--- src/mau_pkg.sv ---
// Package for the modular arithmetic unit: operation codes, sequencer states
// and reduction targets. No dependencies.
`default_nettype none
package mau_pkg;

  localparam int unsigned ResW = 31;
  localparam int unsigned RawW = 64;
  localparam int unsigned ExpW = 63;
  localparam logic [ResW-1:0] ModulusReset = 31'd998244353;

  typedef enum logic [2:0] {
    KIND_REDUCE = 3'd0,
    KIND_ADD    = 3'd1,
    KIND_SUB    = 3'd2,
    KIND_MUL    = 3'd3,
    KIND_DIV    = 3'd4,
    KIND_POW    = 3'd5,
    KIND_INV    = 3'd6,
    KIND_NEG    = 3'd7
  } kind_e;

  typedef enum logic [2:0] {
    ST_IDLE,
    ST_RGO,
    ST_RWAIT,
    ST_DISPATCH,
    ST_PSTEP,
    ST_MUL,
    ST_DONE
  } state_e;

  typedef enum logic [2:0] {
    TGT_A,
    TGT_B,
    TGT_RAW,
    TGT_ACC,
    TGT_X,
    TGT_RES
  } tgt_e;

endpackage
`default_nettype wire

--- src/mau_modred.sv ---
// Bit-serial remainder unit: 64-bit value modulo a 31-bit modulus,
// one dividend bit per cycle. Depends on mau_pkg.
`default_nettype none
module mau_modred (
  input  wire logic                       clk_i,
  input  wire logic                       rst_ni,
  input  wire logic                       start_i,
  input  wire logic [mau_pkg::RawW-1:0]   value_i,
  input  wire logic [mau_pkg::ResW-1:0]   modulus_i,
  output logic                            done_o,
  output logic [mau_pkg::ResW-1:0]        rem_o
);
  import mau_pkg::*;

  logic [RawW-1:0] val_q;
  logic [ResW-1:0] rem_q;
  logic [5:0]      cnt_q;
  logic            run_q;
  logic            done_q;
  logic [ResW:0]   trial;
  logic [ResW:0]   diff;
  logic            ge;

  assign trial = {rem_q, val_q[RawW-1]};
  assign diff  = trial - {1'b0, modulus_i};
  assign ge    = trial >= {1'b0, modulus_i};

  always_ff @(posedge clk_i or negedge rst_ni) begin
    if (!rst_ni) begin
      run_q  <= 1'b0;
      done_q <= 1'b0;
      cnt_q  <= '0;
    end else begin
      done_q <= 1'b0;
      if (start_i) begin
        run_q <= 1'b1;
        cnt_q <= '0;
      end else if (run_q) begin
        cnt_q <= cnt_q + 6'd1;
        if (cnt_q == 6'd63) begin
          run_q  <= 1'b0;
          done_q <= 1'b1;
        end
      end
    end
  end

  always_ff @(posedge clk_i) begin
    if (start_i) begin
      val_q <= value_i;
      rem_q <= '0;
    end else if (run_q) begin
      val_q <= {val_q[RawW-2:0], 1'b0};
      rem_q <= ge ? diff[ResW-1:0] : trial[ResW-1:0];
    end
  end

  assign done_o = done_q;
  assign rem_o  = rem_q;

endmodule
`default_nettype wire

--- src/modular_arithmetic_unit.sv ---
// Top level of the modular arithmetic unit: modulus register, sequencer,
// multiplier and square-and-multiply loop. Depends on mau_pkg, mau_modred.
//
// Usage: write the prime modulus through cfg_we_i/cfg_data_i while idle
// (reset value 998244353). Present an operation on kind_i and its operands,
// raise start; the item transfers at a clock edge with start high and busy
// low. busy stays high until the result is delivered. The result appears on
// result_o for exactly one cycle with result_valid_o high; the receiver
// cannot stall it.
// Sequence: every remainder pass goes through the bit-serial reduction
// unit. Operands are reduced first. Add, sub and negate finish after the
// operand reductions, reduce and mul after one more pass. Pow, divide and
// inverse run square-and-multiply, one modular multiply per exponent bit
// plus one per set bit, exponents up to 63 bits. Divide and inverse use
// the 31-bit exponent modulus - 2. A new item is accepted only after the
// previous result is delivered.
// Reset clears the sequencer and loads the default modulus.
`default_nettype none
module modular_arithmetic_unit (
  input  wire logic                        clk_i,
  input  wire logic                        rst_ni,
  input  wire logic                        cfg_we_i,
  input  wire logic [mau_pkg::ResW-1:0]    cfg_data_i,
  input  wire logic                        start,
  output logic                             busy,
  input  wire logic [2:0]                  kind_i,
  input  wire logic [mau_pkg::ResW-1:0]    operand_a_i,
  input  wire logic [mau_pkg::ResW-1:0]    operand_b_i,
  input  wire logic [mau_pkg::ExpW-1:0]    exponent_i,
  input  wire logic signed [mau_pkg::RawW-1:0] raw_value_i,
  output logic                             result_valid_o,
  output logic [mau_pkg::ResW-1:0]         result_o
);
  import mau_pkg::*;

  state_e          state_q, state_d;
  tgt_e            tgt_q;
  kind_e           kind_q;
  logic [ResW-1:0] modulus_q;
  logic [ResW-1:0] a_q, b_q, acc_q, x_q, mx_q, my_q, res_q;
  logic [ExpW-1:0] e_q;
  logic [RawW-1:0] raw_q, red_in_q, mag;
  logic            red_start, red_done;
  logic [ResW-1:0] red_rem;
  logic [ResW:0]   sum, sum_m, sub_w;
  logic [2*ResW-1:0] prod;
  logic            accept;

  assign accept = start && !busy;
  assign mag    = raw_q[RawW-1] ? (~raw_q + 64'd1) : raw_q;
  assign sum    = {1'b0, a_q} + {1'b0, b_q};
  assign sum_m  = sum - {1'b0, modulus_q};
  assign sub_w  = {1'b0, a_q} + {1'b0, modulus_q} - {1'b0, b_q};
  assign prod   = mx_q * my_q;

  mau_modred u_modred (
    .clk_i     (clk_i),
    .rst_ni    (rst_ni),
    .start_i   (red_start),
    .value_i   (red_in_q),
    .modulus_i (modulus_q),
    .done_o    (red_done),
    .rem_o     (red_rem)
  );

  always_comb begin
    state_d = state_q;
    unique case (state_q)
      ST_IDLE:     if (start) state_d = (modulus_q < 31'd2) ? ST_DONE : ST_RGO;
      ST_RGO:      state_d = ST_RWAIT;
      ST_RWAIT: begin
        if (red_done) begin
          unique case (tgt_q)
            TGT_A:           state_d = ST_RGO;
            TGT_B:           state_d = ST_DISPATCH;
            TGT_ACC:         state_d = ST_MUL;
            TGT_X:           state_d = ST_PSTEP;
            TGT_RAW, TGT_RES: state_d = ST_DONE;
            default:         state_d = ST_DONE;
          endcase
        end
      end
      ST_DISPATCH: begin
        unique case (kind_q)
          KIND_REDUCE:                state_d = ST_RGO;
          KIND_MUL:                   state_d = ST_MUL;
          KIND_DIV, KIND_POW:         state_d = ST_PSTEP;
          KIND_INV:                   state_d = (a_q <= 31'd1) ? ST_DONE : ST_PSTEP;
          default:                    state_d = ST_DONE;
        endcase
      end
      ST_PSTEP: begin
        if (e_q == '0 && kind_q != KIND_DIV) state_d = ST_DONE;
        else                                 state_d = ST_MUL;
      end
      ST_MUL:  state_d = ST_RGO;
      ST_DONE: state_d = ST_IDLE;
      default: state_d = ST_IDLE;
    endcase
  end

  assign busy           = state_q != ST_IDLE;
  assign red_start      = state_q == ST_RGO;
  assign result_valid_o = state_q == ST_DONE;
  assign result_o       = res_q;

  always_ff @(posedge clk_i or negedge rst_ni) begin
    if (!rst_ni) begin
      state_q   <= ST_IDLE;
      modulus_q <= ModulusReset;
    end else begin
      state_q <= state_d;
      if (cfg_we_i) modulus_q <= cfg_data_i;
    end
  end

  always_ff @(posedge clk_i) begin
    unique case (state_q)
      ST_IDLE: begin
        if (accept) begin
          kind_q   <= kind_e'(kind_i);
          b_q      <= operand_b_i;
          e_q      <= exponent_i;
          raw_q    <= raw_value_i;
          red_in_q <= {33'd0, operand_a_i};
          tgt_q    <= TGT_A;
          res_q    <= '0;
        end
      end
      ST_RWAIT: begin
        if (red_done) begin
          unique case (tgt_q)
            TGT_A: begin
              a_q      <= red_rem;
              red_in_q <= {33'd0, b_q};
              tgt_q    <= TGT_B;
            end
            TGT_B: b_q <= red_rem;
            TGT_RAW: res_q <= (raw_q[RawW-1] && red_rem != '0) ? modulus_q - red_rem
                                                               : red_rem;
            TGT_ACC: begin
              acc_q <= red_rem;
              mx_q  <= x_q;
              my_q  <= x_q;
              tgt_q <= TGT_X;
            end
            TGT_X: begin
              x_q <= red_rem;
              e_q <= e_q >> 1;
            end
            default: res_q <= red_rem;
          endcase
        end
      end
      ST_DISPATCH: begin
        acc_q <= 31'd1;
        unique case (kind_q)
          KIND_REDUCE: begin
            red_in_q <= mag;
            tgt_q    <= TGT_RAW;
          end
          KIND_ADD: res_q <= (sum >= {1'b0, modulus_q}) ? sum_m[ResW-1:0] : sum[ResW-1:0];
          KIND_SUB: res_q <= (a_q >= b_q) ? a_q - b_q : sub_w[ResW-1:0];
          KIND_MUL: begin
            mx_q  <= a_q;
            my_q  <= b_q;
            tgt_q <= TGT_RES;
          end
          KIND_DIV: begin
            x_q <= b_q;
            e_q <= {32'd0, modulus_q - 31'd2};
          end
          KIND_POW: x_q <= a_q;
          KIND_INV: begin
            x_q   <= a_q;
            e_q   <= {32'd0, modulus_q - 31'd2};
            res_q <= 31'd1;
          end
          default: res_q <= (a_q == '0) ? '0 : modulus_q - a_q;
        endcase
      end
      ST_PSTEP: begin
        if (e_q == '0) begin
          res_q <= acc_q;
          mx_q  <= acc_q;
          my_q  <= a_q;
          tgt_q <= TGT_RES;
        end else if (e_q[0]) begin
          mx_q  <= acc_q;
          my_q  <= x_q;
          tgt_q <= TGT_ACC;
        end else begin
          mx_q  <= x_q;
          my_q  <= x_q;
          tgt_q <= TGT_X;
        end
      end
      ST_MUL:  red_in_q <= {2'd0, prod};
      default: ;
    endcase
  end

endmodule
`default_nettype wire
--- config.mk ---
export PLATFORM = sky130hd
export DESIGN_NAME = modular_arithmetic_unit
export DESIGN_NICKNAME = d
export VERILOG_FILES = /design/src/mau_pkg.sv /design/src/mau_modred.sv /design/src/modular_arithmetic_unit.sv
export SDC_FILE = /design/constraint.sdc
export NUM_CORES = 2
export LEC_CHECK = 0
export ABC_AREA = 1
export BUFFER_PORTS_ARGS = -buffer_cell sky130_fd_sc_hd__clkbuf_2
export CAP_MARGIN = 20
export CORE_MARGIN = 1
export CORE_UTILIZATION = 40
export CTS_CLUSTER_SIZE = 20
export DETAILED_ROUTE_END_ITERATION = 16
export GPL_TIMING_DRIVEN = 0
export PLACE_DENSITY_LB_ADDON = 0.2
export SLEW_MARGIN = 15
export SYNTH_ARGS = -nofsm -noshare
export SYNTH_HDL_FRONTEND = slang
export SYNTH_SLANG_ARGS = --single-unit
export TNS_END_PERCENT = 100
--- constraint.sdc ---
create_clock -name clk_i -period 13.9 [get_ports clk_i]
set_clock_uncertainty 0.05 [all_clocks]
set_input_delay 2.78 -clock clk_i [delete_from_list [all_inputs] [get_ports clk_i]]
set_output_delay 2.78 -clock clk_i [all_outputs]
set_load 0.1 [all_outputs]
# == Word-level counts from Yosys, hierarchy flattened ==
# Cells that the tools add are included.
# word_totals
regBits,551
input_bits,227
out_inout_bits,33
wordCells,172
# classes
addsub,11
n_mul,1
order_cmp,5
n_eq_ne,34
n_mux,67
bitwise_logic,1
n_reduce_logical,34
# ops
cell,n
31-bit two-way mux,22
64-bit two-way mux,7
31-bit case mux with 2 select lines,5
64-bit case mux with 4 select lines,1
63-bit two-way mux,4
31-bit case mux with 4 select lines,2
63-bit case mux with 3 select lines,1
31-bit case mux with 3 select lines,2
31-bit subtractor,6
"64-bit by 1-bit adder with 64-bit output, second input constant",1
32-bit by 31-bit >= comparator with 1-bit output,2
64-bit inverter,1
63-bit zero test,1
31-bit by 31-bit multiplier with 62-bit output,1
3-bit case mux with 4 select lines,3
31-bit by 31-bit adder with 32-bit output,1
31-bit adder,1
31-bit >= comparator,1
"31-bit by 1-bit less-or-equal comparator with 1-bit output, second input constant",1
31-bit zero test,1
"31-bit by 2-bit less-than comparator with 1-bit output, second input constant",1
31-bit nonzero test,1
"31-bit by 2-bit subtractor with 31-bit output, second input constant",1
"3-bit equality test, second input constant",7
other kinds (27),79

# == Longest topological paths before layout ==
# depth
ltp_word,6
ltp_mapped,35
depth_no_buf,34

# == Cells and area by module ==
# From an unflattened synthesis, not the netlist that was laid out.
# unflattened
hier_cells,10549
area_unflattened_um2,76617.2
# by_module_without_submodules
mod,n_inst,cells_per_inst,area_each_um2,seq_area_each_um2
modular_arithmetic_unit,1,9463,69429.1,13291.5
mau_modred,1,1086,7188.1,2742.6

# == Least setup slack after synthesis ==
# OpenSTA, ideal clock, no wires.
# synth_timing
path_type,input-to-reg
startpoint,in start
endpoint,"reg red_in_q[0], enable pin"
setup_time_ns,0.828
t_arrival_ns,12.972
required_time_ns,13.022
path_slack_ns,0.050
cell_stages,4
path_buffers,0
cell_sequence,inv_1 > nand2_1 > nand2_1 > a2111oi_0
# synth_between
elab_chain_len,3
# synth_rtl
item,line_no,rtl
"start, declared",modular_arithmetic_unit.sv:24,"input wire logic start,"
1-bit logical AND,modular_arithmetic_unit.sv:49,assign accept = start && !busy;
2-bit inequality test (no line),--,
5-bit AND reduction (no line),--,
"end signal, assigned",modular_arithmetic_unit.sv:125,"red_in_q <= {33'd0, operand_a_i};"
"end signal, assigned",modular_arithmetic_unit.sv:135,"red_in_q <= {33'd0, b_q};"
"end signal, assigned",modular_arithmetic_unit.sv:159,red_in_q <= mag;
"end, declared",modular_arithmetic_unit.sv:42,"logic [RawW-1:0] raw_q, red_in_q, mag;"
# No other way between the ends.
# A chain may end at the register's enable or synchronous reset.

# == Final worst setup path ==
# layout_timing
startpoint,reg my_q[7]
endpoint,"reg red_in_q[44], data pin"
# layout_between
elab_chain_len,2
# layout_rtl
item,line_no,rtl
"start, declared",modular_arithmetic_unit.sv:40,"logic [ResW-1:0] a_q, b_q, acc_q, x_q, mx_q, my_q, res_q;"
"start signal, assigned",modular_arithmetic_unit.sv:144,my_q <= x_q;
"start signal, assigned",modular_arithmetic_unit.sv:166,my_q <= b_q;
"start signal, assigned",modular_arithmetic_unit.sv:186,my_q <= a_q;
31-bit by 31-bit multiplier with 62-bit output,modular_arithmetic_unit.sv:54,assign prod = mx_q * my_q;
64-bit case mux with 4 select lines,modular_arithmetic_unit.sv:118,unique case (state_q)
# No other way between the ends.

==> flow_summary_export.csv <==
group,metric,value,unit
timing,drv_slew,0,
critical_path,max_stage_delay,1.01,ns
worst_hold_path,min_path_cells,2,
routing,antenna_left,0,
timing,min_period,9.81,ns
die,core_area,186000,um^2
power_and_ir_drop,power.total,3.94,mW
global_routing,grt_first_pass_wirelength,545000,um
routing,drt_iter0_drc,8633,
global_routing,first_global_vias,72521,
critical_path,crit_buf_inv,2,
synth,synth_cell_types,67,
synth,netlist_area,75400,um^2
global_routing,track_usage,40.7,%
clocking,postCtsSetupRepairBufs,0,
critical_path,end_kind,"flip-flop",
final_layout,fin_nets,12132,
timing,fin_crit_sh,70.6,%
place,dp_hpwl,334000,um
critical_path,cp_slowest_cell,"clkbuf_1",
run,maxCapViolations,0,
critical_path,crit_family,"adder cells",
routing,totalWireLength,392000,um
clocking,cts_buffers,57,
critical_path,critPathLaunch,"my_q[7]",
synth,async_flop_share,7.62,%
timing,rsz0062_at_grt,"no",
synth,ys_seq_elements,551,
clocking,post_cts_resized,0,
synth,synth_seq_area_share,21.3,%
place,place_ws,4.34,ns
power_and_ir_drop,power_density,47.8,nW/um^2
critical_path,worstPathArrival,10.16,ns
synth,synth_warnings,0,
critical_path,cp_cell_sequence,"clkbuf_1 > nand2_1 > fa_1 > fa_1 > fa_1 > fa_1 > inv_1 > fa_1 > fa_1 > fa_1 > fa_1 > ha_1 > a21oi_1 > o21ai_0 > nand2_1 > nand2_1 > a21oi_1 > nand3_1 > o21ai_0 > nand2_1",
routing,drcViolationCount,0,
critical_path,r2r_setup_slack,4.09,ns
timing,final-hold-violation-count,0,
final_layout,syn_to_final_growth,9.18,%
timing,fin_ws,4.09,ns
routing,post_drt_wl_per_cell,30.0,um
place,routabilityCongestion,1.07,
run_status,run_status,"finished clean",
power_and_ir_drop,p_leak,42.6,nW
critical_path,worstPathMaxFanout,10,
critical_path,critPathKind,"reg2reg",
timing,setup_violations,0,
clocking,cts_tree,"yes",
die,die_h,436,um
die,die_w,436,um
global_routing,grt_max_degree,56,
worst_hold_path,min_path_type,"reg2reg",
critical_path,critPathMostFrequentCell,"fa_1",
clocking,hold_buffers,0,
critical_path,rr_worst_depth,20,
die,die-area,190000,um^2
critical_path,required,14.25,ns
synth,synth-edff-count,478,
timing,worst_pin_slew,1.32,ns
die,start_util,40.5,%
critical_path,startpoint_type,"flip-flop",
routing,viasPerCell,5.65,
critical_path,r2r-end,"red_in_q[44]",
clocking,clkTransAtPathRegs,0.08,ns
synth,synth_top_area_share,23.2,%
final_layout,drive_above_1_share,5.54,%
place,port_buffers,258,
global_routing,antenna_found_initial,29,
final_layout,fin_util,44.2,%
clocking,clock-sinks,551,
routing,via_count,74068,
die,io_pins,260,
synth,synth_top_cells_by_area,"fa_1 (23%), edfxtp_1 (19%), nand2_1 (13%), inv_1 (11%), ha_1 (7.8%)",
critical_path,critPathCapture,"red_in_q[44]",
global_routing,overflow,0,
clocking,htreeDepth,2,
power_and_ir_drop,irDropWorstVdd,0.0957,mV
clocking,clkLatencyLatePin,0.71,ns
timing,relSlewSlack,12.3,%
critical_path,regToRegStartpoint,"my_q[7]",
synth,netlist_instances,10188,
synth,synth_ff_type,"edfxtp_1",
synth,synth_area_per_cell,7.40,um^2
critical_path,cp_num_cells,20,
clocking,cts_root_buf,"clkbuf_16",
synth,synth_top_cell_by_area,"fa_1",
routing,first_pass_iters,8,
clocking,ctsLongestPathBuffers,3,
die,num_rows,158,
synth,syn_nets,11760,
timing,fmax,102,MHz
placed cells by master, fill, tap and decap left out, types with 29 or more instances in the layout:
master and instances:
dfrtp_1 35, xor2_1 76, o21bai_1 47, nor4_1 40, o211ai_1 42, ha_1 472
fa_1 873, nand2_1 2677, buf_2 83, a21o_1 30, clkbuf_2 263, a21oi_1 497
nor3_1 89, o21ai_1 33, edfxtp_1 478, inv_1 2227, dfxtp_1 31, xnor2_1 51
nand4_1 96, clkbuf_1 283, a22oi_1 29, nand3_1 480, clkbuf_16 58, o22ai_1 31
o221ai_1 36, nor2_1 702, a31oi_1 57, o21ai_0 474
worst min-delay path by stage:
stage | startpoint | to
4_1_cts | u_modred.rem_o[2] | a_q[2]
3_5_place_dp | u_modred.rem_o[2] | a_q[2]
3_3_place_gp | u_modred.rem_o[2] | a_q[2]
5_1_grt | u_modred.rem_o[2] | a_q[2]
6_report | red_in_q[63] | u_modred.val_q[63]
2_1_floorplan | u_modred.rem_o[7] | a_q[7]
through the flow:
step                cell area (um^2)  std cells  hold WS, ns  setup TNS [ns]
floorplan                      75400      10188        0.401               0
global placement               79800      12926        0.436         -415.43
detailed placement             80300      12975        0.440               0
CTS                            82200      13081        0.457               0
global route                   82300      13091        0.467               0
finish                         82300      13099        0.452               0
Yosys cell counts, drive strengths merged, types with 92 or more instances:
master	count
edfxtp	478
fa	873
o21ai	509
nand2	2688
nand3	484
buf	92
a21oi	503
nand4	98
ha	472
nor3	95
nor2	726
clkbuf	285
inv	2236
layout make-up:
type                       instances  area (um^2)
antenna                           12         30.0
buffer                           377         1600
clock buffer                      66         1510
clock inverter                    40          395
fill                           19626       104000
inverter                        2242         8420
multi-input combinational       7018        49400
sequential                       551        16000
tap                             2480         3100
timing repair buffer             313         1800
sequential cells by signal (all words and copies together) (netlist names), 31 cells and up:
signal / cells
my_q: 31
x_q: 31
result_o: 31
mx_q: 31
acc_q: 31
u_modred.val_q: 64
red_in_q: 64
b_q: 31
u_modred.rem_o: 31
e_q: 63
modulus_q: 31
a_q: 31
raw_q: 64
cell families after synthesis:
logic type / after synthesis / synth area share, %
adder cells (fa/ha/maj): 1345 / 31.0
buffers and inverters: 2619 / 13.3
XOR/XNOR: 127 / 1.48
AO/OA/AOI/OAI: 1365 / 10.3
flip-flops: 551 / 21.3
AND/OR/NAND/NOR: 4181 / 22.7
per-layer routing:
metal | up-vias | share of wire, % | GRT usage [%] | wire length (um)
met5 | - | 0.015 | 0 | 59
met4 | 10 | 9.3 | 30.6 | 36600
met3 | 932 | 9.0 | 6.13 | 35200
met2 | 4146 | 42 | 60.7 | 166000
met1 | 36519 | 40 | 53.4 | 155000
li1 | 32461 | - | - | -
worst min-delay path: cells and delay by family, from the launching register on:
family	cells	cell delay, ns
simple gates	2	0.10
flops	1	0.32
power by group:
part | internal [mW] | switching [mW] | leakage [nW]
Clock | 0.863 | 0.745 | 0.907
Sequential | 1.78 | 0.0373 | 4.76
Combinational | 0.154 | 0.353 | 36.9
Note: power is estimated with default switching activity, not from simulation.
